[src/hw/rtl/drdb_pkg.sv]
package drdb_pkg;

  // Field widths of the request and result formats, configuration and random source
  localparam int SET_W   = 11;
  localparam int WAY_W   = 4;
  localparam int SEL_W   = 10;
  localparam int DECAY_W = 20;
  localparam int LEAD_W  = 11;
  localparam int CFG_W   = 20;
  localparam int LFSR_W  = 16;

  // Request modes
  localparam logic MODE_QUERY  = 1'b0;
  localparam logic MODE_UPDATE = 1'b1;

  // Configuration register reset values
  localparam logic [DECAY_W-1:0] DECAY_PERIOD_RST = 20'd100000;
  localparam logic [LEAD_W-1:0]  LEADER_SETS_RST  = 11'd32;

  // Per-way state encodings
  localparam logic [1:0] RRPV_NEAR    = 2'd0;
  localparam logic [1:0] RRPV_LONG    = 2'd2;
  localparam logic [1:0] RRPV_DISTANT = 2'd3;
  localparam logic [1:0] DEAD_ZERO    = 2'd0;
  localparam logic [1:0] DEAD_FILL    = 2'd2;
  localparam logic [1:0] DEAD_MAX     = 2'd3;

  // Random source
  localparam logic [LFSR_W-1:0] LFSR_SEED = 16'hACE1;
  localparam logic [LFSR_W-1:0] LFSR_TAPS = 16'hB400;

  typedef enum logic [0:0] {
    CFG_DECAY_PERIOD,
    CFG_LEADER_SETS
  } drdb_cfg_idx_t;

  typedef enum logic [2:0] {
    ST_CLEAR,
    ST_IDLE,
    ST_DECAY,
    ST_READ,
    ST_EXEC
  } drdb_state_t;

  typedef struct packed {
    logic             mode;
    logic [SET_W-1:0] set_index;
    logic [WAY_W-1:0] way_index;
    logic             was_hit;
    logic             victim_valid;
  } drdb_in_t;

  typedef struct packed {
    logic [WAY_W-1:0] victim_way;
    logic             used_srrip;
    logic [SEL_W-1:0] selector_value;
  } drdb_out_t;

  // Classified request handed from front to back
  typedef struct packed {
    logic             mode;
    logic [SET_W-1:0] set;
    logic [WAY_W-1:0] way;
    logic             was_hit;
    logic             victim_valid;
    logic             srrip_lead;
    logic             brrip_lead;
    logic             decay;
  } drdb_cmd_t;

  // Status of the random insertion draw
  typedef struct packed {
    logic ready;
    logic long_ins;
  } drdb_rnd_t;

  function automatic logic [LFSR_W-1:0] lfsr_step(input logic [LFSR_W-1:0] v);
    logic [LFSR_W-1:0] n;
    n = v >> 1;
    if (v[0]) n = n ^ LFSR_TAPS;
    return n;
  endfunction

endpackage

[src/hw/rtl/drdb_rand.sv]
module drdb_rand #(
  parameter int LONG_INSERT_ODDS = 32
) (
  input  logic                clk,
  input  logic                rst_n,
  input  logic                advance,
  output drdb_pkg::drdb_rnd_t status
);
  import drdb_pkg::*;

  // Exact reciprocal for a 16-bit dividend
  localparam int     RShift = LFSR_W + $clog2(LONG_INSERT_ODDS);
  localparam longint RMul   = ((longint'(1) << RShift) + LONG_INSERT_ODDS - 1) /
                              LONG_INSERT_ODDS;
  localparam int     RMulW  = $clog2(RMul + 1);
  localparam int     ProdW  = LFSR_W + RMulW;

  logic [LFSR_W-1:0] lfsr_r, lfsr_nxt;
  logic              vld1_r, vld2_r;
  logic [LFSR_W-1:0] val1_r;
  logic [ProdW-1:0]  prod_r;
  logic              long_r;
  logic [LFSR_W-1:0] draw_c;
  logic [ProdW-1:0]  quot_c;

  assign draw_c   = lfsr_step(lfsr_r);
  assign lfsr_nxt = advance ? draw_c : lfsr_r;
  assign quot_c   = ProdW'(prod_r >> RShift);

  assign status.ready    = vld2_r;
  assign status.long_ins = long_r;

  // Drop precomputed draws whenever the register advances
  always_ff @(posedge clk) begin
    if (!rst_n) begin
      lfsr_r <= LFSR_SEED;
      vld1_r <= 1'b0;
      vld2_r <= 1'b0;
    end else begin
      lfsr_r <= lfsr_nxt;
      vld1_r <= !advance;
      vld2_r <= vld1_r && !advance;
    end
  end

  // Check the next draw for a zero remainder over two stages
  always_ff @(posedge clk) begin
    val1_r <= draw_c;
    prod_r <= ProdW'(draw_c) * ProdW'(RMul);
    long_r <= (val1_r == LFSR_W'(quot_c * LONG_INSERT_ODDS));
  end

endmodule

[config.mk]
export PLATFORM = sky130hd
export DESIGN_NAME = drdb_rand
export DESIGN_NICKNAME = d
export VERILOG_FILES = /design/src/hw/rtl/drdb_pkg.sv /design/src/hw/rtl/drdb_rand.sv
export SDC_FILE = /design/constraint.sdc
export NUM_CORES = 1
export LEC_CHECK = 0
export BUFFER_PORTS_ARGS = -buffer_cell sky130_fd_sc_hd__buf_4
export CAP_MARGIN = 10
export CELL_PAD_IN_SITES_DETAIL_PLACEMENT = 1
export CELL_PAD_IN_SITES_GLOBAL_PLACEMENT = 1
export CORE_MARGIN = 2
export CORE_UTILIZATION = 40
export CTS_CLUSTER_DIAMETER = 50
export DETAILED_ROUTE_END_ITERATION = 10
export PLACE_DENSITY_LB_ADDON = 0.1
export SLEW_MARGIN = 10
export SYNTH_ARGS = -nofsm -noshare
export SYNTH_HDL_FRONTEND = slang
export SYNTH_SLANG_ARGS = --single-unit
[constraint.sdc]
create_clock -name clk -period 2.6 [get_ports clk]
set_clock_uncertainty 0.2 [all_clocks]
set_input_delay 0.26 -clock clk [delete_from_list [all_inputs] [get_ports clk]]
set_output_delay 0.26 -clock clk [all_outputs]
set_load 0.02 [all_outputs]
Word level (Yosys, flattened, before mapping)
Index checks and enable logic that the tools add are counted.
- logic and storage cells: 10
- output and inout bits: 2
- input port bits: 3
- bits in registers: 24
- multiplexer cells: 1
- reductions and logical operators: 3
- bitwise operators: 1
- operator list (cell ; number):
    $mux W16 ; 1
    $logic_not A5 Y1 ; 1
    $not A3 Y4 ; 1
    $logic_and A1 B1 Y1 ; 1
    $logic_not A1 Y1 ; 1

Logic depth before layout (Yosys ltp)
- depth after elaboration: 2
- depth in mapped cells: 4
- gate-level depth less buffers: 2

Least setup slack after synthesis
No wires, ideal clock.
- path type: input port to flip-flop
- from: in advance
- to: reg lfsr_r[15]
- path slack: 1.479 ns
- cell stages on the path: 4
- data arrival time: 0.803 ns
- setup time: 0.118 ns
- buffers on the path: 2
- data required time: 2.282 ns
- cell sequence: buf_4 -> buf_6 -> mux2i_1 -> nand2_1
- RTL lines (what ; line ; text):
    start: declaration ; drdb_rand.sv:6 ; input logic advance,
    end signal: assignment ; drdb_rand.sv:40 ; lfsr_r <= lfsr_nxt;
    end: declaration ; drdb_rand.sv:18 ; logic [LFSR_W-1:0] lfsr_r, lfsr_nxt;

Worst setup path in the final report
- from: reg long_r
- to: out status[0] (netlist bit)
- RTL lines (what ; line ; text):
    start: declaration ; drdb_rand.sv:22 ; logic long_r;
    start signal: assignment ; drdb_rand.sv:50 ; long_r <= (val1_r == LFSR_W'(quot_c * LONG_INSERT_ODDS));
    end: declaration ; drdb_rand.sv:7 ; output drdb_pkg::drdb_rnd_t status
No word-level cell between the ends.

==> impl_metrics.yaml <==
power_and_ir_drop:
  peakVddDrop_mv: 0.344
  pwr-share-clk_pct: 30.2
  power_leakage_nw: 0.368
  p_int_w: 0.000498
  sw_frac_of_total_pct: 21.9
  power_density_nw_per_um2: 737
  seqPwrFrac_pct: 62.8
  p_sw_w: 0.000140
  combPwrFrac_pct: 7.0
critical_path:
  critPathMaxStageDelay_ns: 0.33
  worst-path-buf-inv: 1
  crit_required_ns: 2.14
  critPathLaunchType: "flop"
  cp-end-kind: "output port"
  critical_path.slowest_cell: "dfxtp_1"
  path_class: "flop to output port"
  critical_path.top_delay_family: "flip-flops"
  arrival_ns: 0.78
  cp_max_fo: 1
  crit_chain: "buf_4"
clock_network:
  clk_root_buffer_cell: "clkbuf_4"
  ctsHoldBuffers: 0
  cts-resized-gates: 0
  cts.sinks: 24
  cts_tree: "built"
  clockBufferDepth: 2
  clk_latency_ns: 0.31
  htreeDepth: 1
  post_cts_buffers: 0
  numCtsBuffers: 3
  path_clk_slew_ns: 0.12
sta:
  worst_hold_slack_ns: 0.00781
  setup_tns_ns: 0
  worst_slew_pin_slew_ns: 0.258
  fmax_mhz: 807
  setup_viol: 0
  grt_setup_unrepaired: "no"
  finalHoldViolCount: 0
  slew_viol_final: 0
  fin_crit_sh_pct: 47.6
  fin_crit_ns: 1.24
  maxSlewHeadroom_pct: 82.8
routing:
  drt-wirelength-per-cell_um: 11.1
  detail-route-antenna-nets: 0
  detail_route.vias_per_cell: 4.63
  route.vias.total: 458
  wl_um: 1100
  dr.pass1.iters: 2
  first_iter_violations: 2
  drc: 0
logic_synthesis:
  ys_types: 15
  syn_nets: 73
  syn_area_per_cell_um2: 11.5
  synthesis.area_um2: 808
  yosys_warnings: 0
  ys_seq_area_share_pct: 59.4
  synthCells: 70
  yosys_register_bits: 24
final_layout:
  final_common_cell: "dfxtp_1"
  final_cell_mix: "24 x dfxtp_1, 13 x mux2i_1, 8 x nor2b_1"
  n_antenna_cell: 0
  design_area_um2: 866
  drive_gt1_share_pct: 11.1
  fillers: 223
  area_growth_pct: 7.12
  layout.nets: 76
  utilization_pct: 44.6
min_path:
  worstHoldPathType: "primary input to flop"
floorplanning:
  rows: 16
  io_pins: 5
  start_util_pct: 41.6
  die_area_um2: 2400
  coreArea_um2: 1940
  fp.dieW_um: 49.0
  die_h_um: 49.0
placement:
  dpl_cell_area_um2: 830
  dp_hpwl_um: 742
  portBuffers: 4
  globalplace.congestion: 0.617
job:
  max-cap-violations: 0
global_routing:
  antenna_found_initial: 0
  grt_usage_pct: 11.7
  overflow: 0
  grt_max_degree: 20
  grt_pass1_wl_um: 2130
  grt_pass1_vias: 501
status:
  status: "finished clean"
-- logic make-up after synthesis --
kind of cell    Yosys count  share of synthesized area [%]
simple gates             20                           12.8
xor+xnor                  3                           3.25
compound gates            4                           3.09
mux                      13                           16.1
flops                    24                           59.4
buf+inv                   6                           5.26
-- cell type report --
type	count	area [um2]	area share, %
repair buffers	4	30.0	3.47
flip-flops and latches	24	480	55.5
clock buffers	4	36.3	4.19
multi-input cells	40	285	32.9
well taps	27	33.8	3.90
-- power groups by stage --
stage	combinational [W]	clock [W]	sequential [W]
after detailed placement	0.0000458	0	0.000409
after floorplan	0.0000422	0	0.000404
after global routing	0.0000521	0.000213	0.000404
after global placement	0.0000446	0	0.000409
final	0.0000447	0.000193	0.000400
after CTS	0.0000460	0.000200	0.000401
-- layer usage --
| layer | routed length (um) | vias up | share of wire (%) | track usage, % |
|---|---|---|---|---|
| li1 | - | 232 | - | - |
| met1 | 500 | 221 | 46 | 13.1 |
| met2 | 553 | 3 | 50 | 19.9 |
| met3 | 30 | 2 | 2.7 | 2.76 |
| met4 | 12 | 0 | 1.1 | 7.14 |
| met5 | 0 | - | 0 | 0 |
-- flip-flops by register name (all words and copies together), names as in the netlist --
signal,count
long_r,1
prod_r,5
vld1_r,1
vld2_r,1
lfsr_r,16
-- cell usage after synthesis --
master / number / area, um2
buf_6: 1 / 11.3
or4_1: 1 / 7.51
dfxtp_1: 24 / 480
a22oi_1: 2 / 15.0
buf_4: 3 / 22.5
and2_1: 2 / 12.5
buf_2: 1 / 5.00
a21oi_1: 1 / 5.00
xnor2_1: 3 / 26.3
mux2i_1: 13 / 130
nor2b_1: 8 / 50.1
clkbuf_1: 1 / 3.75
o21ai_0: 1 / 5.00
nand2_1: 6 / 22.5
nor2_1: 3 / 11.3
-- metrics by stage --
| step | cells | worst slack, ns | power (W) |
|---|---|---|---|
| CTS | 99 | 1.34 | 0.000647 |
| global placement | 95 | 1.46 | 0.000454 |
| global route | 99 | 1.33 | 0.000670 |
| floorplan | 70 | 1.48 | 0.000446 |
| finish | 99 | 1.36 | 0.000638 |
| detailed placement | 95 | 1.42 | 0.000455 |
-- worst reg2reg max path: cells and delay by family, from the launching register on --
family / cells / cell delay, ns
flip-flops: 1 / 0.32
AND/OR/NAND/NOR: 2 / 0.62
-- final timing paths --
check | from | to | slack (ns) | cells past startpoint
setup / recovery | long_r | status[0] | 1.36 | 1
hold / removal | rst_n | lfsr_r[15] | 0.008 | 2
setup reg to reg | prod_r[16] | long_r | 1.41 | 2
hold reg to reg | lfsr_r[1] | prod_r[16] | 0.18 | 0
(Power assumes the default switching activity.)
