===== src/hw/rtl/drdb_fifo.sv =====
module drdb_fifo #(
  parameter int WIDTH = 8,
  parameter int DEPTH = 2
) (
  input  logic             clk,
  input  logic             rst_n,
  input  logic             push,
  input  logic [WIDTH-1:0] push_data,
  output logic             full,
  input  logic             pop,
  output logic [WIDTH-1:0] pop_data,
  output logic             empty
);
  localparam int PtrW = (DEPTH > 1) ? $clog2(DEPTH) : 1;
  localparam int CntW = $clog2(DEPTH + 1);

  logic [WIDTH-1:0] slot_r [DEPTH];
  logic [PtrW-1:0]  wr_ptr_r, wr_ptr_nxt;
  logic [PtrW-1:0]  rd_ptr_r, rd_ptr_nxt;
  logic [CntW-1:0]  count_r, count_nxt;
  logic             do_push, do_pop;

  assign full     = (count_r == CntW'(DEPTH));
  assign empty    = (count_r == '0);
  assign pop_data = slot_r[rd_ptr_r];
  assign do_push  = push && !full;
  assign do_pop   = pop && !empty;

  // Advance pointers and occupancy
  always_comb begin
    wr_ptr_nxt = wr_ptr_r;
    rd_ptr_nxt = rd_ptr_r;
    count_nxt  = count_r;
    if (do_push) begin
      wr_ptr_nxt = (wr_ptr_r == PtrW'(DEPTH - 1)) ? '0 : wr_ptr_r + 1'b1;
    end
    if (do_pop) begin
      rd_ptr_nxt = (rd_ptr_r == PtrW'(DEPTH - 1)) ? '0 : rd_ptr_r + 1'b1;
    end
    if (do_push && !do_pop) begin
      count_nxt = count_r + 1'b1;
    end else if (do_pop && !do_push) begin
      count_nxt = count_r - 1'b1;
    end
  end

  always_ff @(posedge clk) begin
    if (!rst_n) begin
      wr_ptr_r <= '0;
      rd_ptr_r <= '0;
      count_r  <= '0;
    end else begin
      wr_ptr_r <= wr_ptr_nxt;
      rd_ptr_r <= rd_ptr_nxt;
      count_r  <= count_nxt;
    end
  end

  // Store the pushed entry
  always_ff @(posedge clk) begin
    if (do_push) begin
      slot_r[wr_ptr_r] <= push_data;
    end
  end

endmodule


===== config.mk =====
export PLATFORM = sky130hd
export DESIGN_NAME = drdb_fifo
export DESIGN_NICKNAME = d
export VERILOG_FILES = /design/src/hw/rtl/drdb_fifo.sv
export SDC_FILE = /design/constraint.sdc
export NUM_CORES = 1
export LEC_CHECK = 0
export ABC_AREA = 1
export BUFFER_PORTS_ARGS = -buffer_cell sky130_fd_sc_hd__buf_2
export CAP_MARGIN = 5
export CORE_UTILIZATION = 53
export DETAILED_ROUTE_END_ITERATION = 8
export PLACE_DENSITY_LB_ADDON = 0.15
export SYNTH_ARGS = -nofsm -noshare
export SYNTH_HDL_FRONTEND = slang
export SYNTH_SLANG_ARGS = --single-unit

===== constraint.sdc =====
create_clock -name clk -period 3.1 [get_ports clk]
set_input_delay 0.155 -clock clk [delete_from_list [all_inputs] [get_ports clk]]
set_output_delay 0.155 -clock clk [all_outputs]
set_load 0.03 [all_outputs]

### Yosys cells after proc, flatten, opt, wreduce, memory -nomap -nowiden

Memory sizes are Yosys's and may differ from the RTL's. A register that Yosys moved wholly into a read port is not among the register bits.
Cells that the tools add are included.

* $add $sub $neg: 4
* equality and inequality tests: 1
* reduce and logical (&&, ||, !) cells: 10
* multiplexer cells: 8

Operator list (number)
* 1-bit 2-to-1 mux: 6
* 1-bit logical AND: 4
* 1-bit zero test: 4
* 2-bit 2-to-1 mux: 2
* 1-bit adder, second input constant: 2
* 2-bit by 1-bit adder with 2-bit output, second input constant: 1
* 2-bit == test, second input constant: 1
* 2-bit zero test: 1
* 2-bit nonzero test: 1
* 2-bit by 1-bit subtractor with 2-bit output, second input constant: 1

* memory bits (writable): 16
* memories: 1
* register bits: 4
* word-level logic and storage cells: 27
* output and inout port bits: 10
* bits of input ports: 12

Memory list
* slot_r: words 2, width 8, rd ports 1, clocked after Yosys merged registers in 1, wr ports 1, line 17 `logic [WIDTH-1:0] slot_r [DEPTH];`

### Longest topological paths before layout

* depth after elaboration: 7
* depth in mapped cells: 10
* gate-level depth less buffers: 10

### Least setup slack after synthesis

Ideal clock, no wire load.

* kind: reg2reg
* start point: reg count_r[0]
* end point: reg count_r[1]
* setup time: 0.064 ns
* path buffers: 0
* data required time: 3.036 ns
* arrival: 1.495 ns
* slack: 1.542 ns
* stages on the path, launching flop included: 10
* period minus slack after synthesis: 1.558 ns
* cells stage by stage: dfxtp_1 -> nor2_1 -> nor2_2 -> inv_1 -> ha_1 -> inv_1 -> nand3_1 -> nand2_1 -> inv_1 -> nor2_1

* cells in the longest elaborated chain, start to end: 6
* elaborated cells between the ends (all ways): 15
* those cells by class: add/sub: 2; eq/ne: 1; mux: 2; reduce/logical: 10

Ends and longest elaborated chain
* from (decl): line 20 `logic [CntW-1:0] count_r, count_nxt;`
* from (signal assigned): line 55 `count_r <= count_nxt;`
* 2-bit zero test *: line 24 `assign empty = (count_r == '0);`
* via empty: line 12 `output logic empty`
* 1-bit zero test *: line 27 `assign do_pop = pop && !empty;`
* 1-bit logical AND *: line 27
* 1-bit zero test: line 40 `if (do_push && !do_pop) begin`
* 1-bit logical AND: line 40
* 2-bit 2-to-1 mux or 2-bit nonzero test (tied branches)

The timed path passes the listed nets; every way through them passes the cells marked *. The select of a mux whose other input is x is not followed.
A chain may end at the register's enable or synchronous reset.

==> run summary <==
via count - 519
area of the die - 1710 um^2
Comb power frac - 0.363
fin crit share - 0.503
number of buffers added by the clock tree synthesis step - 3
Initial Util - 0.603
Critical Path Source Type - flop
depth of the worst hold-timing path - 1
router iterations before antenna repair - 4
met3 track utilization from global routing - 0.0348
nets - 101
data required time at the worst endpoint - 2.94 ns
Worst Path Arrival - 1.41 ns
Die Span Y - 41.4 um
maximum clock frequency - 641 MHz
setup repair after global routing missed its margin - no
Worst Min Path Start - push_data[1]
number of failing setup endpoints in the final timing report - 0
Global Route met1 Usage - 0.225
root buffer selected by CTS - sky130_fd_sc_hd__clkbuf_4
Setup Fix Bufs, Post-CTS - 0
dominant combinational cell family by area after synthesis - multiplexers
Total Routed Length - 1380 um
final worst setup slack - 1.54 ns
flop and latch count out of synthesis - 21
I/O pins - 22
part of the power in registers - 0.486
1st-iter DRT viols - 18
Synth Area in Compound Gates - 0.0289
transition time at the pin with the least slew margin - 0.686 ns
Syn Inst Count - 63
post-detail-place hpwl - 1120 um
most utilized layer in the global route result - met2
Final Cell Area - 968 um^2
Adder-Cell Fraction of Synth Area - 0.0152
number of cell instances on the worst register-to-register path - 2
proportion of power drawn by the clock network - 0.151
Power per Cell Area - 840 nW/um^2
crit path kind - flop to output port
combined area of the multi-input logic cells - 204 um^2
unique cell type count in the Yosys netlist - 15
Max transition margin - 0.541
Critical Path Sink Type - output port
mean routed wirelength per cell - 13.5 um
CP endpoint - pop_data[4]
GRT Overall Usage - 0.179
filler cell count - 96
most common cell after layout, fill and taps aside - sky130_fd_sc_hd__buf_2
post-synthesis net count - 76
source of the worst register-to-register timing path - count_r[0]$_SDFFE_PN0P_
maximum capacitance violations - 0
post-cts gate resize count - 0
# placed instances - 98
vias in the first global route - 509
post-route non-filler standard cell count - 102
max-slew violation total from the final report - 0
synthesized area - 823 um^2
met2 global-route usage - 0.309
count of inserted antenna diode cells - 0
crit-path cells - mux2_2, buf_2
family with the most delay on the worst path - flip-flops
largest net degree at the start of global routing - 12
clock tree from TritonCTS - yes
FF/Latch Area - 581 um^2
post-DR vias/cell - 5.09
sequential-to-total area share from yosys stat - 0.705
Cell Area, Placed - 942 um^2
worst-case clock skew - 0.00373 ns
time the worst path needs with I/O delays and setup - 1.56 ns
post-synthesis share of cell area spent on and, or, nand and nor gates - 0.0942
insertion delay to the later sink of the worst-skew pair - 0.29 ns
Area growth, synth to finish - 17.6%
count of buffers inserted at the top-level ports - 21
maximum buffer depth of the clock tree - 2
final sum of negative setup slack - 0 ns
quantity of hold-fixing buffers added after cts - 0
number of antenna violations at the first check in global routing - 0
Routability Congestion - 0.673
net switching share of the total power - 0.373
synthesis warning total - 0
VDD IR max - 463 uV
clk slew on worst S/H paths - 0.10 ns
Buffers & Inverters on Critical Path - 1
post-route ant nets - 0
global-route wire length before repair - 2280 um
mux cell area share after synthesis - 0.109
FF-to-FF setup slack - 1.66 ns
total number of placement rows - 13
synthesized area divided by synthesized cell count - 13.1 um^2
result of the run - completed
DIE WIDTH - 41.4 um
top fanout value on the critical path - 8
fraction of final layout cells sized beyond drive strength 1 - 0.402
endpoint of the lowest-slack register-to-register path - slot_r[0][0]$_DFFE_PP_
slowest library cell on the worst path - sky130_fd_sc_hd__dfxtp_1
Std-Cell Core Area - 1370 um^2
delay of the slowest critical-path stage - 0.55 ns
worst slack after detailed placement - 1.69 ns
count of endpoints failing hold in the final timing report - 0
clk sinks - 21
P_leak - 0.408 nW
CP Depth - 2
Net Sw Power - 303 uW
sum of overflow across all layers after global routing - 0
synthesized-area fraction occupied by xor and xnor cells - 0
most frequent cells in the layout - sky130_fd_sc_hd__buf_2, sky130_fd_sc_hd__edfxtp_1, sky130_fd_sc_hd__nor2_1, sky130_fd_sc_hd__mux2_2, sky130_fd_sc_hd__inv_1
remaining routing DRC violations - 0
H-tree Lvls - 1
worst hold path type - input port to flop
internal portion of total power - 510 uW
synthesized netlist by cell type:
cell type                  number  area share
sky130_fd_sc_hd__nor2_2         1      0.0076
sky130_fd_sc_hd__o21ai_0        2       0.012
sky130_fd_sc_hd__buf_2          1      0.0061
sky130_fd_sc_hd__inv_2          1      0.0046
sky130_fd_sc_hd__nand2_1        6       0.027
sky130_fd_sc_hd__nand3_1        1      0.0061
sky130_fd_sc_hd__o21ai_2        1       0.011
sky130_fd_sc_hd__ha_1           1       0.015
sky130_fd_sc_hd__a21oi_1        1      0.0061
sky130_fd_sc_hd__nor2_1        10       0.046
sky130_fd_sc_hd__mux2_2         8        0.11
sky130_fd_sc_hd__edfxtp_1      16        0.58
sky130_fd_sc_hd__nand4_1        1      0.0076
sky130_fd_sc_hd__inv_1          8       0.036
sky130_fd_sc_hd__dfxtp_1        5        0.12
logic make-up after synthesis:
family          Yosys count
compound gates            4
fa+ha+maj                 1
buf+inv                  10
flops                    21
mux                       8
simple gates             19
worst reg2reg max path, cell delays in order (launching register included):
cell and delay, ns:
sky130_fd_sc_hd__dfxtp_1 0.43, sky130_fd_sc_hd__o21ai_2 0.11, sky130_fd_sc_hd__nor2_1 0.54
final cells by class:
| class | instances | share of cell area |
|---|---|---|
| sequential | 21 | 0.599 |
| tap | 15 | 0.0194 |
| multi-input combinational | 32 | 0.211 |
| timing repair buffer | 21 | 0.109 |
| clock buffer | 4 | 0.0271 |
| inverter | 9 | 0.0349 |
per-stage QoR:
step | utilization | hold WS, ns | power [mW]
6_report | 0.709 | 0.0506 | 0.814
5_1_grt | 0.709 | 0.0252 | 0.864
3_5_place_dp | 0.690 | 0.351 | 0.700
2_1_floorplan | - | 0.254 | 0.622
3_3_place_gp | 0.690 | 0.348 | 0.684
4_1_cts | 0.709 | 0.0435 | 0.822
per-layer routing:
metal,vias to the layer above,share of wire
met5,-,0
met4,0,0.013
met3,2,0.049
met2,20,0.52
met1,236,0.42
li1,261,-
worst min path at each step:
| stage | to | slack (ns) |
|---|---|---|
| global placement | slot_r[0][3]$_DFFE_PP_ | 0.35 |
| global route | slot_r[1][4]$_DFFE_PP_ | 0.03 |
| detailed placement | slot_r[1][4]$_DFFE_PP_ | 0.35 |
| CTS | slot_r[1][4]$_DFFE_PP_ | 0.04 |
| floorplan | slot_r[0][0]$_DFFE_PP_ | 0.25 |
| finish | slot_r[0][1]$_DFFE_PP_ | 0.05 |
state kept, by name, summed over array words and instances, names as in the netlist, named ones only:
name	cells
slot_r	16
count_r	2
wr_ptr_r	1
rd_ptr_r	1
power by group through the flow:
stage / sequential [mW] / combinational [mW] / clock [mW]
6_report: 0.396 / 0.295 / 0.123
4_1_cts: 0.397 / 0.298 / 0.126
5_1_grt: 0.403 / 0.323 / 0.138
3_3_place_gp: 0.397 / 0.288 / 0
3_5_place_dp: 0.404 / 0.296 / 0
2_1_floorplan: 0.383 / 0.238 / 0
Power figures use the tool's default switching activity.
