**src/hw/rtl/drdb_pkg.sv**
```systemverilog
package drdb_pkg;

  // Field widths of the request and result formats, configuration and random source
  localparam int SET_W   = 11;
  localparam int WAY_W   = 4;
  localparam int SEL_W   = 10;
  localparam int DECAY_W = 20;
  localparam int LEAD_W  = 11;
  localparam int CFG_W   = 20;
  localparam int LFSR_W  = 16;

  // Request modes
  localparam logic MODE_QUERY  = 1'b0;
  localparam logic MODE_UPDATE = 1'b1;

  // Configuration register reset values
  localparam logic [DECAY_W-1:0] DECAY_PERIOD_RST = 20'd100000;
  localparam logic [LEAD_W-1:0]  LEADER_SETS_RST  = 11'd32;

  // Per-way state encodings
  localparam logic [1:0] RRPV_NEAR    = 2'd0;
  localparam logic [1:0] RRPV_LONG    = 2'd2;
  localparam logic [1:0] RRPV_DISTANT = 2'd3;
  localparam logic [1:0] DEAD_ZERO    = 2'd0;
  localparam logic [1:0] DEAD_FILL    = 2'd2;
  localparam logic [1:0] DEAD_MAX     = 2'd3;

  // Random source
  localparam logic [LFSR_W-1:0] LFSR_SEED = 16'hACE1;
  localparam logic [LFSR_W-1:0] LFSR_TAPS = 16'hB400;

  typedef enum logic [0:0] {
    CFG_DECAY_PERIOD,
    CFG_LEADER_SETS
  } drdb_cfg_idx_t;

  typedef enum logic [2:0] {
    ST_CLEAR,
    ST_IDLE,
    ST_DECAY,
    ST_READ,
    ST_EXEC
  } drdb_state_t;

  typedef struct packed {
    logic             mode;
    logic [SET_W-1:0] set_index;
    logic [WAY_W-1:0] way_index;
    logic             was_hit;
    logic             victim_valid;
  } drdb_in_t;

  typedef struct packed {
    logic [WAY_W-1:0] victim_way;
    logic             used_srrip;
    logic [SEL_W-1:0] selector_value;
  } drdb_out_t;

  // Classified request handed from front to back
  typedef struct packed {
    logic             mode;
    logic [SET_W-1:0] set;
    logic [WAY_W-1:0] way;
    logic             was_hit;
    logic             victim_valid;
    logic             srrip_lead;
    logic             brrip_lead;
    logic             decay;
  } drdb_cmd_t;

  // Status of the random insertion draw
  typedef struct packed {
    logic ready;
    logic long_ins;
  } drdb_rnd_t;

  function automatic logic [LFSR_W-1:0] lfsr_step(input logic [LFSR_W-1:0] v);
    logic [LFSR_W-1:0] n;
    n = v >> 1;
    if (v[0]) n = n ^ LFSR_TAPS;
    return n;
  endfunction

endpackage

```
**src/hw/rtl/drdb_front.sv**
```systemverilog
module drdb_front #(
  parameter int NUM_SETS = 2048,
  parameter int NUM_WAYS = 16
) (
  input  logic                    clk,
  input  logic                    rst_n,
  input  logic                    in_push,
  output logic                    in_full,
  input  drdb_pkg::drdb_in_t      in_data,
  input  logic                    cfg_we,
  input  drdb_pkg::drdb_cfg_idx_t cfg_index,
  input  logic [drdb_pkg::CFG_W-1:0] cfg_data,
  input  logic                    clearing,
  input  logic                    cmd_full,
  output logic                    cmd_push,
  output drdb_pkg::drdb_cmd_t     cmd_data
);
  import drdb_pkg::*;

  // Reciprocal constants for the set and way reductions
  localparam int     SetShift  = SET_W + $clog2(NUM_SETS);
  localparam longint SetMul    = ((longint'(1) << SetShift) + NUM_SETS - 1) / NUM_SETS;
  localparam int     SetMulW   = $clog2(SetMul + 1);
  localparam int     SetProdW  = SET_W + SetMulW;
  localparam int     WayShift  = WAY_W + $clog2(NUM_WAYS);
  localparam longint WayMul    = ((longint'(1) << WayShift) + NUM_WAYS - 1) / NUM_WAYS;
  localparam int     WayMulW   = $clog2(WayMul + 1);
  localparam int     WayProdW  = WAY_W + WayMulW;

  logic [DECAY_W-1:0]  decay_period_r, decay_period_nxt;
  logic [LEAD_W-1:0]   leader_sets_r, leader_sets_nxt;
  logic [DECAY_W-1:0]  tick_r, tick_nxt;
  logic                s1_vld_r, s1_vld_nxt;
  drdb_in_t            s1_item_r;
  logic [SetProdW-1:0] set_prod_r;
  logic [WayProdW-1:0] way_prod_r;

  logic                accept, move;
  logic [SetProdW-1:0] q_set;
  logic [WayProdW-1:0] q_way;
  logic [SET_W-1:0]    set_mod;
  logic [WAY_W-1:0]    way_mod;
  logic                srrip_c, brrip_c, decay_c;
  logic [DECAY_W:0]    tick_inc;

  assign in_full  = clearing || (s1_vld_r && cmd_full);
  assign accept   = in_push && !in_full;
  assign move     = s1_vld_r && !cmd_full;
  assign cmd_push = move;

  // Reduce set and way, classify leaders, count updates toward decay
  always_comb begin
    q_set    = SetProdW'(set_prod_r >> SetShift);
    q_way    = WayProdW'(way_prod_r >> WayShift);
    set_mod  = s1_item_r.set_index - SET_W'(q_set * NUM_SETS);
    way_mod  = s1_item_r.way_index - WAY_W'(q_way * NUM_WAYS);
    srrip_c  = set_mod < leader_sets_r;
    brrip_c  = !srrip_c && (leader_sets_r != '0) &&
               ((32'(set_mod) + 32'(leader_sets_r)) >= 32'(NUM_SETS));
    tick_inc = {1'b0, tick_r} + 1'b1;
    decay_c  = (s1_item_r.mode == MODE_UPDATE) && (tick_inc >= {1'b0, decay_period_r});

    cmd_data.mode         = s1_item_r.mode;
    cmd_data.set          = set_mod;
    cmd_data.way          = way_mod;
    cmd_data.was_hit      = s1_item_r.was_hit;
    cmd_data.victim_valid = s1_item_r.victim_valid;
    cmd_data.srrip_lead   = srrip_c;
    cmd_data.brrip_lead   = brrip_c;
    cmd_data.decay        = decay_c;

    tick_nxt = tick_r;
    if (move && s1_item_r.mode == MODE_UPDATE) begin
      tick_nxt = decay_c ? '0 : tick_inc[DECAY_W-1:0];
    end

    s1_vld_nxt = s1_vld_r;
    if (accept) begin
      s1_vld_nxt = 1'b1;
    end else if (move) begin
      s1_vld_nxt = 1'b0;
    end
  end

  // Take configuration writes
  always_comb begin
    decay_period_nxt = decay_period_r;
    leader_sets_nxt  = leader_sets_r;
    if (cfg_we) begin
      case (cfg_index)
        CFG_DECAY_PERIOD: decay_period_nxt = cfg_data[DECAY_W-1:0];
        CFG_LEADER_SETS:  leader_sets_nxt  = cfg_data[LEAD_W-1:0];
        default: ;
      endcase
    end
  end

  always_ff @(posedge clk) begin
    if (!rst_n) begin
      decay_period_r <= DECAY_PERIOD_RST;
      leader_sets_r  <= LEADER_SETS_RST;
      tick_r         <= '0;
      s1_vld_r       <= 1'b0;
    end else begin
      decay_period_r <= decay_period_nxt;
      leader_sets_r  <= leader_sets_nxt;
      tick_r         <= tick_nxt;
      s1_vld_r       <= s1_vld_nxt;
    end
  end

  // Capture the request and start the reciprocal products
  always_ff @(posedge clk) begin
    if (accept) begin
      s1_item_r  <= in_data;
      set_prod_r <= SetProdW'(in_data.set_index) * SetProdW'(SetMul);
      way_prod_r <= WayProdW'(in_data.way_index) * WayProdW'(WayMul);
    end
  end

endmodule

```
**config.mk**
```make
export PLATFORM = sky130hd
export DESIGN_NAME = drdb_front
export DESIGN_NICKNAME = d
export VERILOG_FILES = /design/src/hw/rtl/drdb_pkg.sv /design/src/hw/rtl/drdb_front.sv
export SDC_FILE = /design/constraint.sdc
export NUM_CORES = 1
export LEC_CHECK = 0
export ABC_AREA = 1
export BUFFER_PORTS_ARGS = -buffer_cell sky130_fd_sc_hd__buf_2
export CORE_MARGIN = 2
export CORE_UTILIZATION = 63
export CTS_BUF_LIST = sky130_fd_sc_hd__clkbuf_4
export CTS_CLUSTER_SIZE = 30
export DETAILED_ROUTE_END_ITERATION = 12
export PLACE_DENSITY = 0.88
export SYNTH_ARGS = -nofsm -noshare
export SYNTH_HDL_FRONTEND = slang
export SYNTH_SLANG_ARGS = --single-unit
export TNS_END_PERCENT = 10
```
**constraint.sdc**
```tcl
create_clock -name clk -period 7.3 [get_ports clk]
set_input_delay 1.46 -clock clk [delete_from_list [all_inputs] [get_ports clk]]
set_output_delay 1.46 -clock clk [all_outputs]
set_load 0.01 [all_outputs]
```
# Yosys cells after proc, flatten, opt, wreduce, memory -nomap -nowiden
# Cells that the tools add are included.
# W data, S select, Z words.
dict set report word_totals {
  reg_bits 70
  latch_bits 0
  ram_bits 0
  mem_bits_ro 0
  word_cells 33
  n_memories 0
}
dict set report op_classes {
  n_addsub 2
  n_mul 0
  n_div 0
  n_lt_le_gt_ge 3
  n_eq_ne 0
  shift 0
  mux 3
  n_bitwise 1
  reduce_logical 15
}
# op count
set ops {}
lappend ops {{$add A20 B1 Y21 const B} 1}
lappend ops {{$ge A21 B20 Y1} 1}
lappend ops {{$mux W20} 1}
lappend ops {{$add A11 B11 Y12} 1}
lappend ops {{$ge A12 B12 Y1 const B} 1}
lappend ops {{$lt A11 B11 Y1} 1}
lappend ops {{$reduce_bool A11 Y1} 1}
lappend ops {{$logic_and A1 B1 Y1} 7}
lappend ops {{$reduce_and A2 Y1} 2}
lappend ops {{$logic_not A1 Y1} 3}
lappend ops {{$mux W1} 2}
lappend ops {{$reduce_bool A2 Y1} 1}
lappend ops {{$logic_or A1 B1 Y1} 1}
lappend ops {{$not A1 Y1} 1}

# Logic depth before layout (Yosys ltp)
# Gate-level depths: netlist (run 1).
dict set report depth {
  word_depth 5
  depth_mapped 20
}

# Worst setup path before layout (run 1)
# Ideal clock, no wire load.
dict set report synth_timing {
  path_kind {register to output}
  from {register tick_r[0]}
  to {output port cmd_data[0] in the netlist's numbering}
  t_arrival_ps 2659
  slack_ps 3181
  path_stages_with_launch 21
  n_path_buf 2
  path_cell_list {dfxtp_1 -> ha_1 -> nand2_2 -> nor2_4 -> inv_2 -> nor2_2 -> nand2_2 -> nor2_2 -> xnor2_1 -> inv_1 -> ha_1 -> nand2_1 -> nor2_2 -> nand2_1 -> nor2_1 -> nand2_1 -> a21oi_1 -> o21bai_4 -> buf_6 -> inv_1 -> buf_4}
}
dict set report synth_between {
  elab_chain_len 3
}
# item line_no
set synth_rtl {}
lappend synth_rtl {{from (decl)} drdb_front.sv:32} ;# logic [DECAY_W-1:0] tick_r, tick_nxt;
lappend synth_rtl {{from (signal assigned)} drdb_front.sv:107} ;# tick_r <= tick_nxt;
lappend synth_rtl {{$add A20 B1 Y21} drdb_front.sv:60} ;# tick_inc = {1'b0, tick_r} + 1'b1;
lappend synth_rtl {{$ge A21 B20 Y1} drdb_front.sv:61} ;# decay_c = (s1_item_r.mode == MODE_UPDATE) && (tick_inc >= {1'b0, decay_period_r});
lappend synth_rtl {{$logic_and A1 B1 Y1} drdb_front.sv:61}
lappend synth_rtl {{to (decl)} drdb_front.sv:16} ;# output drdb_pkg::drdb_cmd_t cmd_data
# Every way passes these cells.

==> results of run 1 <==
## area by class of cell
cell class / count / share of cell area
clock inverters: 7 / 0.0159
inverters: 89 / 0.0734
clock buffers: 9 / 0.0148
multi-input cells: 355 / 0.452
repair buffers: 68 / 0.0753
flip-flops and latches: 70 / 0.348
well taps: 77 / 0.0212
## cell families (layout without fill, tap and decap cells)
| logic type | after synthesis | in the layout | share of synthesized area |
|---|---|---|---|
| simple gates | 196 | 196 | 0.206 |
| fa+ha+maj | 43 | 43 | 0.133 |
| buf+inv | 105 | 173 | 0.102 |
| xor+xnor | 12 | 12 | 0.0259 |
| compound gates | 104 | 104 | 0.143 |
| flops | 70 | 70 | 0.390 |
## power by group
part | internal [W] | leakage (nW) | switching [W]
clock | 0.000105 | 0.0743 | 0.000148
sequential | 0.000415 | 0.594 | 0.00000798
combinational | 0.0000358 | 1.53 | 0.0000574
## final timing paths
check | endpoint | cells after the start | slack (ps) | from
worst max-delay path | cmd_data[0] | 16 | 2440 | tick_r[0]
worst min-delay path | decay_period_r[17] | 2 | 470 | decay_period_r[17]
worst max register to register | tick_r[5] | 16 | 4190 | tick_r[0]
worst min register to register | decay_period_r[17] | 2 | 470 | decay_period_r[17]
## metrics by stage
step / hold WS [ps] / setup slack [ps]
2_1_floorplan: 435 / 3180
3_3_place_gp: 452 / 3020
3_5_place_dp: 453 / 2920
4_1_cts: 472 / 2440
5_1_grt: 494 / 2040
6_report: 472 / 2440
## state kept, by name, summed over array words and instances (netlist names)
register and count:
s1_vld_r 1, tick_r 20, decay_period_r 20, leader_sets_r 11
cmd_data 3, s1_item_r 15
## Yosys cell counts, types with 2 or more instances
cell type                  number  area [µm²]
sky130_fd_sc_hd__or2_2          2        12.5
sky130_fd_sc_hd__dfxtp_1       52        1040
sky130_fd_sc_hd__o21ai_0       29         145
sky130_fd_sc_hd__nand3_2        2        20.0
sky130_fd_sc_hd__nor2_1        47         176
sky130_fd_sc_hd__o31ai_1        2        15.0
sky130_fd_sc_hd__nand3_1       18        90.1
sky130_fd_sc_hd__xnor2_1        6        52.6
sky130_fd_sc_hd__nand2_2        4        25.0
sky130_fd_sc_hd__xor2_1         6        52.6
sky130_fd_sc_hd__inv_1         87         327
sky130_fd_sc_hd__nor2_4         2        22.5
sky130_fd_sc_hd__a211oi_1       2        15.0
sky130_fd_sc_hd__nor3_1         5        25.0
sky130_fd_sc_hd__buf_4          3        22.5
sky130_fd_sc_hd__edfxtp_1      18         541
sky130_fd_sc_hd__a21oi_1       58         290
sky130_fd_sc_hd__nor4_1         2        12.5
sky130_fd_sc_hd__nor2_2         3        18.8
sky130_fd_sc_hd__o211ai_1       7        52.6
sky130_fd_sc_hd__nand4_1        2        12.5
sky130_fd_sc_hd__ha_1          43         538
sky130_fd_sc_hd__clkbuf_1      11        41.3
sky130_fd_sc_hd__nand2_1      108         405
## worst register-to-register path, cell delays in order (launching register included)
cell                       delay (ps)
sky130_fd_sc_hd__dfxtp_1          480
sky130_fd_sc_hd__ha_1             230
sky130_fd_sc_hd__nand2_2           80
sky130_fd_sc_hd__nor2_4           140
sky130_fd_sc_hd__nand2_2          100
sky130_fd_sc_hd__nor2_4           150
sky130_fd_sc_hd__nand2_1           70
sky130_fd_sc_hd__nor2_1           130
sky130_fd_sc_hd__xor2_1           190
sky130_fd_sc_hd__inv_1             60
sky130_fd_sc_hd__ha_1             280
sky130_fd_sc_hd__a21o_1           180
sky130_fd_sc_hd__a21oi_1          170
sky130_fd_sc_hd__nand3_2          120
sky130_fd_sc_hd__o21bai_4         370
sky130_fd_sc_hd__nand2_1          130
sky130_fd_sc_hd__a21oi_1          150
## cell usage in the layout, fill, tap and decap left out, types with 3 or more instances in the layout
| cell type | synthesis | routed |
|---|---|---|
| sky130_fd_sc_hd__clkbuf_4 | 0 | 9 |
| sky130_fd_sc_hd__buf_2 | 1 | 67 |
| sky130_fd_sc_hd__nand2_1 | 108 | 108 |
| sky130_fd_sc_hd__ha_1 | 43 | 43 |
| sky130_fd_sc_hd__xor2_1 | 6 | 6 |
| sky130_fd_sc_hd__nor2_1 | 47 | 47 |
| sky130_fd_sc_hd__o21ai_0 | 29 | 29 |
| sky130_fd_sc_hd__o211ai_1 | 7 | 7 |
| sky130_fd_sc_hd__inv_1 | 87 | 87 |
| sky130_fd_sc_hd__dfxtp_1 | 52 | 52 |
| sky130_fd_sc_hd__nand2_2 | 4 | 4 |
| sky130_fd_sc_hd__xnor2_1 | 6 | 6 |
| sky130_fd_sc_hd__nor2_2 | 3 | 3 |
| sky130_fd_sc_hd__edfxtp_1 | 18 | 18 |
| sky130_fd_sc_hd__nand3_1 | 18 | 18 |
| sky130_fd_sc_hd__a21oi_1 | 58 | 58 |
| sky130_fd_sc_hd__nor3_1 | 5 | 5 |
## metal layers
| layer | track usage | up-vias | share of wire |
|---|---|---|---|
| met2 | 0.447 | 82 | 0.49 |
| li1 | - | 1831 | - |
| met1 | 0.353 | 1624 | 0.46 |
| met4 | 0.0718 | 0 | 0.0095 |
| met3 | 0.0501 | 10 | 0.042 |
| met5 | 0 | - | 0 |
==> results.txt, run 1 <==
The iteration count of the initial detailed-routing pass was 5; the pin slew with the least headroom to its limit was 891 ps. The worst hold path belongs to the class flop to flop. Max-cap violations in this run came to 0. The logs give 15200 µm for the first-pass GRT wire length and 0 for the initial antenna violation count. Entering global routing, the biggest net connects 38 pins. In this run the remaining antenna-violating nets after routing total 0. Power spread over the standard cell area amounts to 169 nW/µm².

Fmax: 0.206 GHz. Setup repair after global routing left no endpoint under its margin. The tools report the startpoint class of the critical path as a flop. Compared with the post-synthesis result, the final layout area differs by 12.3%. Synthesis produced a netlist whose cell count is 530.

The repair_antennas step left the layout with diodes totalling 0. The clock-pin slew on the worst setup and hold paths is 120 ps, and the number of synthesized flops with an enable pin is 18. The ratio of cells with drive above 1 in the final layout was 0.167. Worst slew margin relative to its limit: 0.404.

The run finished with clean final reports. The area of all sequential standard cells was 1580 µm². TritonCTS built the clock tree. Largest clock skew in the final design: 13.1 ps. The worst setup path is of the flop to output port kind.

Number of levels in the clock H-tree: 3. The die covers 7090 µm². Counting I/O delays and the setup requirement, the final critical path takes 4860 ps. Along the worst path, the maximum fanout reaches 17.

The die width came out at 84.2 µm. After detailed placement, the design holds a cell count of 659. The Yosys step of the flow raised 0 warnings. The part of the cycle the worst path needs is 0.666. The floorplan has 29 rows. Dividing the detail-routed wire length by the instance count gives 13.4 µm. The logs give 0.390 for the share of the yosys chip area belonging to registers and 0.645 for the initial core utilization. During placement, the flow inserted port buffers numbering 67. In this run the post-CTS setup repair buffer count came out at 0. 68 I/O pins were placed. In the final layout, the multi-input gates occupy 2060 µm². The total routing usage reported by global routing is 0.266, and the number of fill cells in the layout is 501. The average footprint of a synthesized cell works out to 7.64 µm². The run gives 9 as the number of buffers inserted during clock tree synthesis. The final route contains 3547 vias. The y dimension of the die is 84.2 µm, and the via count of the first global-routing pass is 3378. The number of vias per cell after detailed routing works out to 5.25. The fraction of registers with async set/reset is 0.

Slowest cell on the critical path: sky130_fd_sc_hd__dfxtp_1. The worst supply voltage drop on vdd is 0.121 mV. Clock tree synthesis selected as its root buffer the cell sky130_fd_sc_hd__clkbuf_4. Routability-driven placement finished with a final weighted congestion of 0.883. The iteration-0 DRC count of the detailed router came out at 218.

The completed layout was analyzed and its total power is 0.000770 W. The tools report the placed wire-length estimate after detailed placement as 7030 µm. The run gives 0.725 as the utilization after layout.

The finished cells cover 4550 µm². The tools report the detailed-route wire length as 9030 µm. STA puts the critical path data required time at 5840 ps. The data arrival at the endpoint of the critical path was 3400 ps. Global routing finished with a remaining overflow of 0. After synthesis the cells add up to 4050 µm². The instance area after placement is 4410 µm², and the number of gates given a new drive strength after cts is 0.

For this design the static power due to leakage is 2.20 nW. The tools report the count of different cell masters after synthesis as 35. In this design, the stage delay of the slowest critical-path cell is 480 ps. For this design, the CTS-stage hold fixing added 0 buffers. Counting every net in the synthesized netlist gives 618.

Setup violations remaining at the end of the flow were counted as 0. The number of buffers and inverters on the critical path is 3. For this run, the number of standard cells in the final layout without fillers is 675. The region available for standard cell placement spans 6280 µm². After detailed routing, the number of remaining DRC violations is 0. The register bit total from synthesis is 70. STA classifies the critical path endpoint as an output port.

The tools report the insertion delay to the later sink of the worst-skew pair as 430 ps. The leading register cell type out of synthesis is sky130_fd_sc_hd__dfxtp_1. The critical path goes through ha_1 -> nand2_2 -> nor2_4 -> nand2_2 -> nor2_4 -> nand2_1 -> nor2_1 -> xor2_1 -> inv_1 -> ha_1 -> a21o_1 -> a21oi_1 -> nand3_2 -> o21bai_4 -> inv_1 -> buf_2. The net count of the finished layout is 681.

The clock net in this run drives a total of 70 sinks. For the final count of hold timing violations, the log shows 0. Kind of cell adding the most delay to the critical path: simple AND/OR/NAND/NOR gates.

The tools report the accumulated negative setup slack as 0 ps. The run gives 2 as the maximum buffer depth of the clock tree. The max-slew violation count was 0.
Power figures use the tool's default switching activity.
==> inputs of run 2 (changes only) <==
--- a/config.mk
+++ b/config.mk
@@ -8,11 +8,11 @@
 export ABC_AREA = 1
 export BUFFER_PORTS_ARGS = -buffer_cell sky130_fd_sc_hd__buf_2
 export CORE_MARGIN = 2
-export CORE_UTILIZATION = 63
+export CORE_UTILIZATION = 59
 export CTS_BUF_LIST = sky130_fd_sc_hd__clkbuf_4
 export CTS_CLUSTER_SIZE = 30
 export DETAILED_ROUTE_END_ITERATION = 12
-export PLACE_DENSITY = 0.88
+export PLACE_DENSITY = 0.83
 export SYNTH_ARGS = -nofsm -noshare
 export SYNTH_HDL_FRONTEND = slang
 export SYNTH_SLANG_ARGS = --single-unit
==> constraint.sdc (replaced) <==
create_clock -name clk -period 4.5 [get_ports clk]
set_input_delay 0.9 -clock clk [delete_from_list [all_inputs] [get_ports clk]]
set_output_delay 0.9 -clock clk [all_outputs]
set_load 0.01 [all_outputs]
==> run 2 against run 1 <==
Wire length decreased by 0.68%; power increased by 61%; non-clock buffer count increased by 1; sequential power increased by 62%.
==> results.txt, run 2 (same netlist as run 1, synthesis figures left out) <==
Ratio of cells with drive above 1 in the final layout: 0.167 (-0.000279). Number of buffer and inverter stages on the critical path: 4 (+1). For the hold slack, the log shows 468 ps (-4.59 ps). Instance area after placement: 4420 µm² (+0.26%). The tree is rooted in a sky130_fd_sc_hd__clkbuf_4. Broken down by cell family, the worst path's largest delay share belongs to simple AND/OR/NAND/NOR gates. The library cell used most frequently in the layout, excluding fill and tap cells, is sky130_fd_sc_hd__nand2_1.

In the final layout, the registers with the most flip-flops are decay_period_r (20), tick_r (20), s1_item_r (15). Subtracting the final worst setup slack from the clock period gives 4230 ps. The tools report the final weighted congestion in routability-driven placement as 0.992 (+12%). Count of input and output buffers: 67 (unchanged). TritonCTS built the clock tree.

The initial core utilization came out at 0.603 (-0.0424). The number of levels in the clock H-tree came out at 3 (unchanged). For the remaining routing DRC violations, the log shows 0 (unchanged). The logs give 0.201 mV (+66%) for the worst supply voltage drop on vdd and 2 (unchanged) for the maximum buffer depth of the clock tree. The worst stage delay on the critical path was 470 ps (about the same); the insertion delay to the later sink of the worst-skew pair was 440 ps (about the same).

The tools report the number of cells after detailed placement as 663 (+0.61%). The detailed-route wire length came out at 8970 µm (-0.68%). Total routing usage reported by global routing: 0.248 (-0.0176). The worst setup path is launched from a flop. The number of maximum-capacitance constraint violations was 0 (unchanged); the utilization after layout was 0.678 (-0.0467).

The critical path is of the flop to output port type. The logs give 682 (+0.15%) for the net count of the finished layout and 0 (unchanged) for the max-slew violation count. The library cells used most frequently in the layout, excluding fill and tap cells, are 108 x sky130_fd_sc_hd__nand2_1, 87 x sky130_fd_sc_hd__inv_1, 67 x sky130_fd_sc_hd__buf_2, 58 x sky130_fd_sc_hd__a21oi_1, 52 x sky130_fd_sc_hd__dfxtp_1. The part of the cycle the worst path needs is 0.941, and the die width is 86.9 µm (+3.2%).

The run gives 6720 µm² (+7.0%) as the placeable core area. The run finished with clean final reports. The via count of the first global-routing pass was 3250 (-3.8%). The min-delay analysis places its worst path in the category flop to flop. The tools report the number of I/O pins as 68 (unchanged). For the largest clock skew in the final design, the log shows 16.6 ps (+3.45 ps).

The critical-path maximum fanout was 7 (-10); the worst slew margin relative to its limit was 0.435 (+0.0311). The proportion of power drawn by flip-flops and latches came out at 0.554 (+0.005). The relative area change from synthesis to final layout is 12.5%.

Cts-stage hold buffer count: 0 (unchanged). The y dimension of the die was 86.9 µm (+3.2%). The slowest cell on the critical path is sky130_fd_sc_hd__dfxtp_1. The worst setup slack for register-to-register paths came out at 1300 ps (-2890 ps). The run gives 189 (-13%) as the iteration-0 DRC count of the detailed router. For the maximum number of pins on one net before global-route repair, the log shows 38 (unchanged). The number of diodes added for antenna fixing was 0 (unchanged).

The switching power as a share of total power was 0.265 (-0.0123); the final cell count without fillers was 679 (+0.59%). The critical path goes through ha_1 -> nand2_2 -> nor2_4 -> inv_2 -> nor2_2 -> nand2_2 -> nor2_2 -> xnor2_1 -> inv_1 -> ha_1 -> nand2_1 -> nor2_2 -> nand2_1 -> nor2_1 -> nand2_1 -> a21oi_1 -> o21bai_4 -> inv_1 -> buf_2. The tools report the part of the power in combinational logic as 0.122 (about the same). The first-pass GRT wire length was 14600 µm (-4.3%). The placed wire-length estimate after detailed placement was 6880 µm (-2.2%); the via count of the routed design was 3557 (+0.28%). The tools report the final count of hold timing violations as 0 (unchanged). Timing would allow up to 0.236 GHz.

The worst setup path is captured at an output port. The count of final setup violators is 0 (unchanged), and the sink count of the clock tree is 70 (unchanged). The logs give 0 (unchanged) for the initial antenna violation count and 0 ps (unchanged) for the accumulated negative setup slack.

The clock share of power is 0.324 (-0.006), and the full die area is 7550 µm² (+6.5%). Setup repair after global routing left no endpoint under its margin. Number of nets still failing antenna checks after routing: 0 (unchanged). The critical path data required time came out at 3600 ps (-2240 ps). The post-CTS setup-driven buffer insertion count was 0 (unchanged); the routed length per instance was 13.2 µm (-1.3%). Final instance area: 4560 µm² (+0.14%).

For the data arrival at the endpoint of the critical path, the log shows 3330 ps (-70 ps). The iteration count of the initial detailed-routing pass came out at 5 (unchanged). The power density of the placed cells is 272 nW/µm² (+61%). The number of vias per cell after detailed routing works out to 5.24 (-0.31%).

The site row count came out at 30 (+3.4%). Clock-pin slew on the worst setup and hold paths: 120 ps (about the same). The tools report the number of buffers inserted during clock tree synthesis as 9 (unchanged). The logs give 2.20 nW (about the same) for the cell leakage power and 0 (unchanged) for the number of gates given a new drive strength after cts. Internal cell power: 0.000909 W (+63%). For the total global routing overflow, the log shows 0 (unchanged). The net load switching power is 0.000328 W (+54%), and the pin slew with the least headroom to its limit is 845 ps (-46.4 ps).
run 2: cell types whose count changed in the layout (fill, tap and decap cells not counted):
cell and change:
sky130_fd_sc_hd__buf_4 +1, sky130_fd_sc_hd__clkbuf_4 +2, sky130_fd_sc_hd__clkinv_1 +1, sky130_fd_sc_hd__clkinv_2 -1, sky130_fd_sc_hd__clkinv_4 -1, sky130_fd_sc_hd__clkinvlp_4 +1
sky130_fd_sc_hd__inv_6 -2
run 2: final timing paths:
kind,start,endpoint,cells after the start
setup / recovery,tick_r[0],cmd_data[0],19
hold / removal,decay_period_r[1],decay_period_r[1],2
setup reg to reg,tick_r[0],tick_r[11],20
hold reg to reg,decay_period_r[1],decay_period_r[1],2
run 2: final cells by class:
class / count / area (µm²)
clock inverters: 5 / 52.6
flip-flops and latches: 70 / 1580
repair buffers: 69 / 350
fillers: 548 / 2160
inverters: 89 / 334
clock buffers: 11 / 82.6
well taps: 80 / 100
multi-input cells: 355 / 2060
run 2: power by group through the flow:
| stage | logic [W] | clock network, W | registers [W] |
|---|---|---|---|
| 2_1_floorplan | 0.0000937 | 0 | 0.000701 |
| 3_3_place_gp | 0.000143 | 0 | 0.000698 |
| 3_5_place_dp | 0.000150 | 0 | 0.000700 |
| 4_1_cts | 0.000151 | 0.000410 | 0.000685 |
| 5_1_grt | 0.000171 | 0.000438 | 0.000688 |
| 6_report | 0.000151 | 0.000401 | 0.000685 |
run 2: metrics by stage:
step	worst slack (ps)	total power (W)
after CTS	279	0.00125
after global routing	14.1	0.00130
after floorplan	941	0.000794
after global placement	917	0.000841
after detailed placement	820	0.000850
final	267	0.00124
run 2: worst register-to-register path, cell delays in order, from the launching register on:
cell and delay (ps):
sky130_fd_sc_hd__dfxtp_1 470, sky130_fd_sc_hd__ha_1 220, sky130_fd_sc_hd__nand2_2 80, sky130_fd_sc_hd__nor2_4 150
sky130_fd_sc_hd__inv_2 50, sky130_fd_sc_hd__nor2_2 150, sky130_fd_sc_hd__nand2_2 80, sky130_fd_sc_hd__nor2_2 110
sky130_fd_sc_hd__xnor2_1 150, sky130_fd_sc_hd__inv_1 60, sky130_fd_sc_hd__ha_1 290, sky130_fd_sc_hd__nand2_1 80
sky130_fd_sc_hd__nor2_2 140, sky130_fd_sc_hd__nand2_1 60, sky130_fd_sc_hd__nor2_1 110, sky130_fd_sc_hd__nand2_1 80
sky130_fd_sc_hd__a21oi_1 320, sky130_fd_sc_hd__o21bai_4 120, sky130_fd_sc_hd__buf_4 210, sky130_fd_sc_hd__nand2_1 80
sky130_fd_sc_hd__a21oi_1 50
run 2: routing by layer:
layer  global-route usage  vias up  share of wire
li1                     -     1830              -
met1                0.323     1582           0.44
met2                0.400      127           0.47
met3               0.0540       18          0.070
met4                0.101        0          0.022
met5                    0        -              0
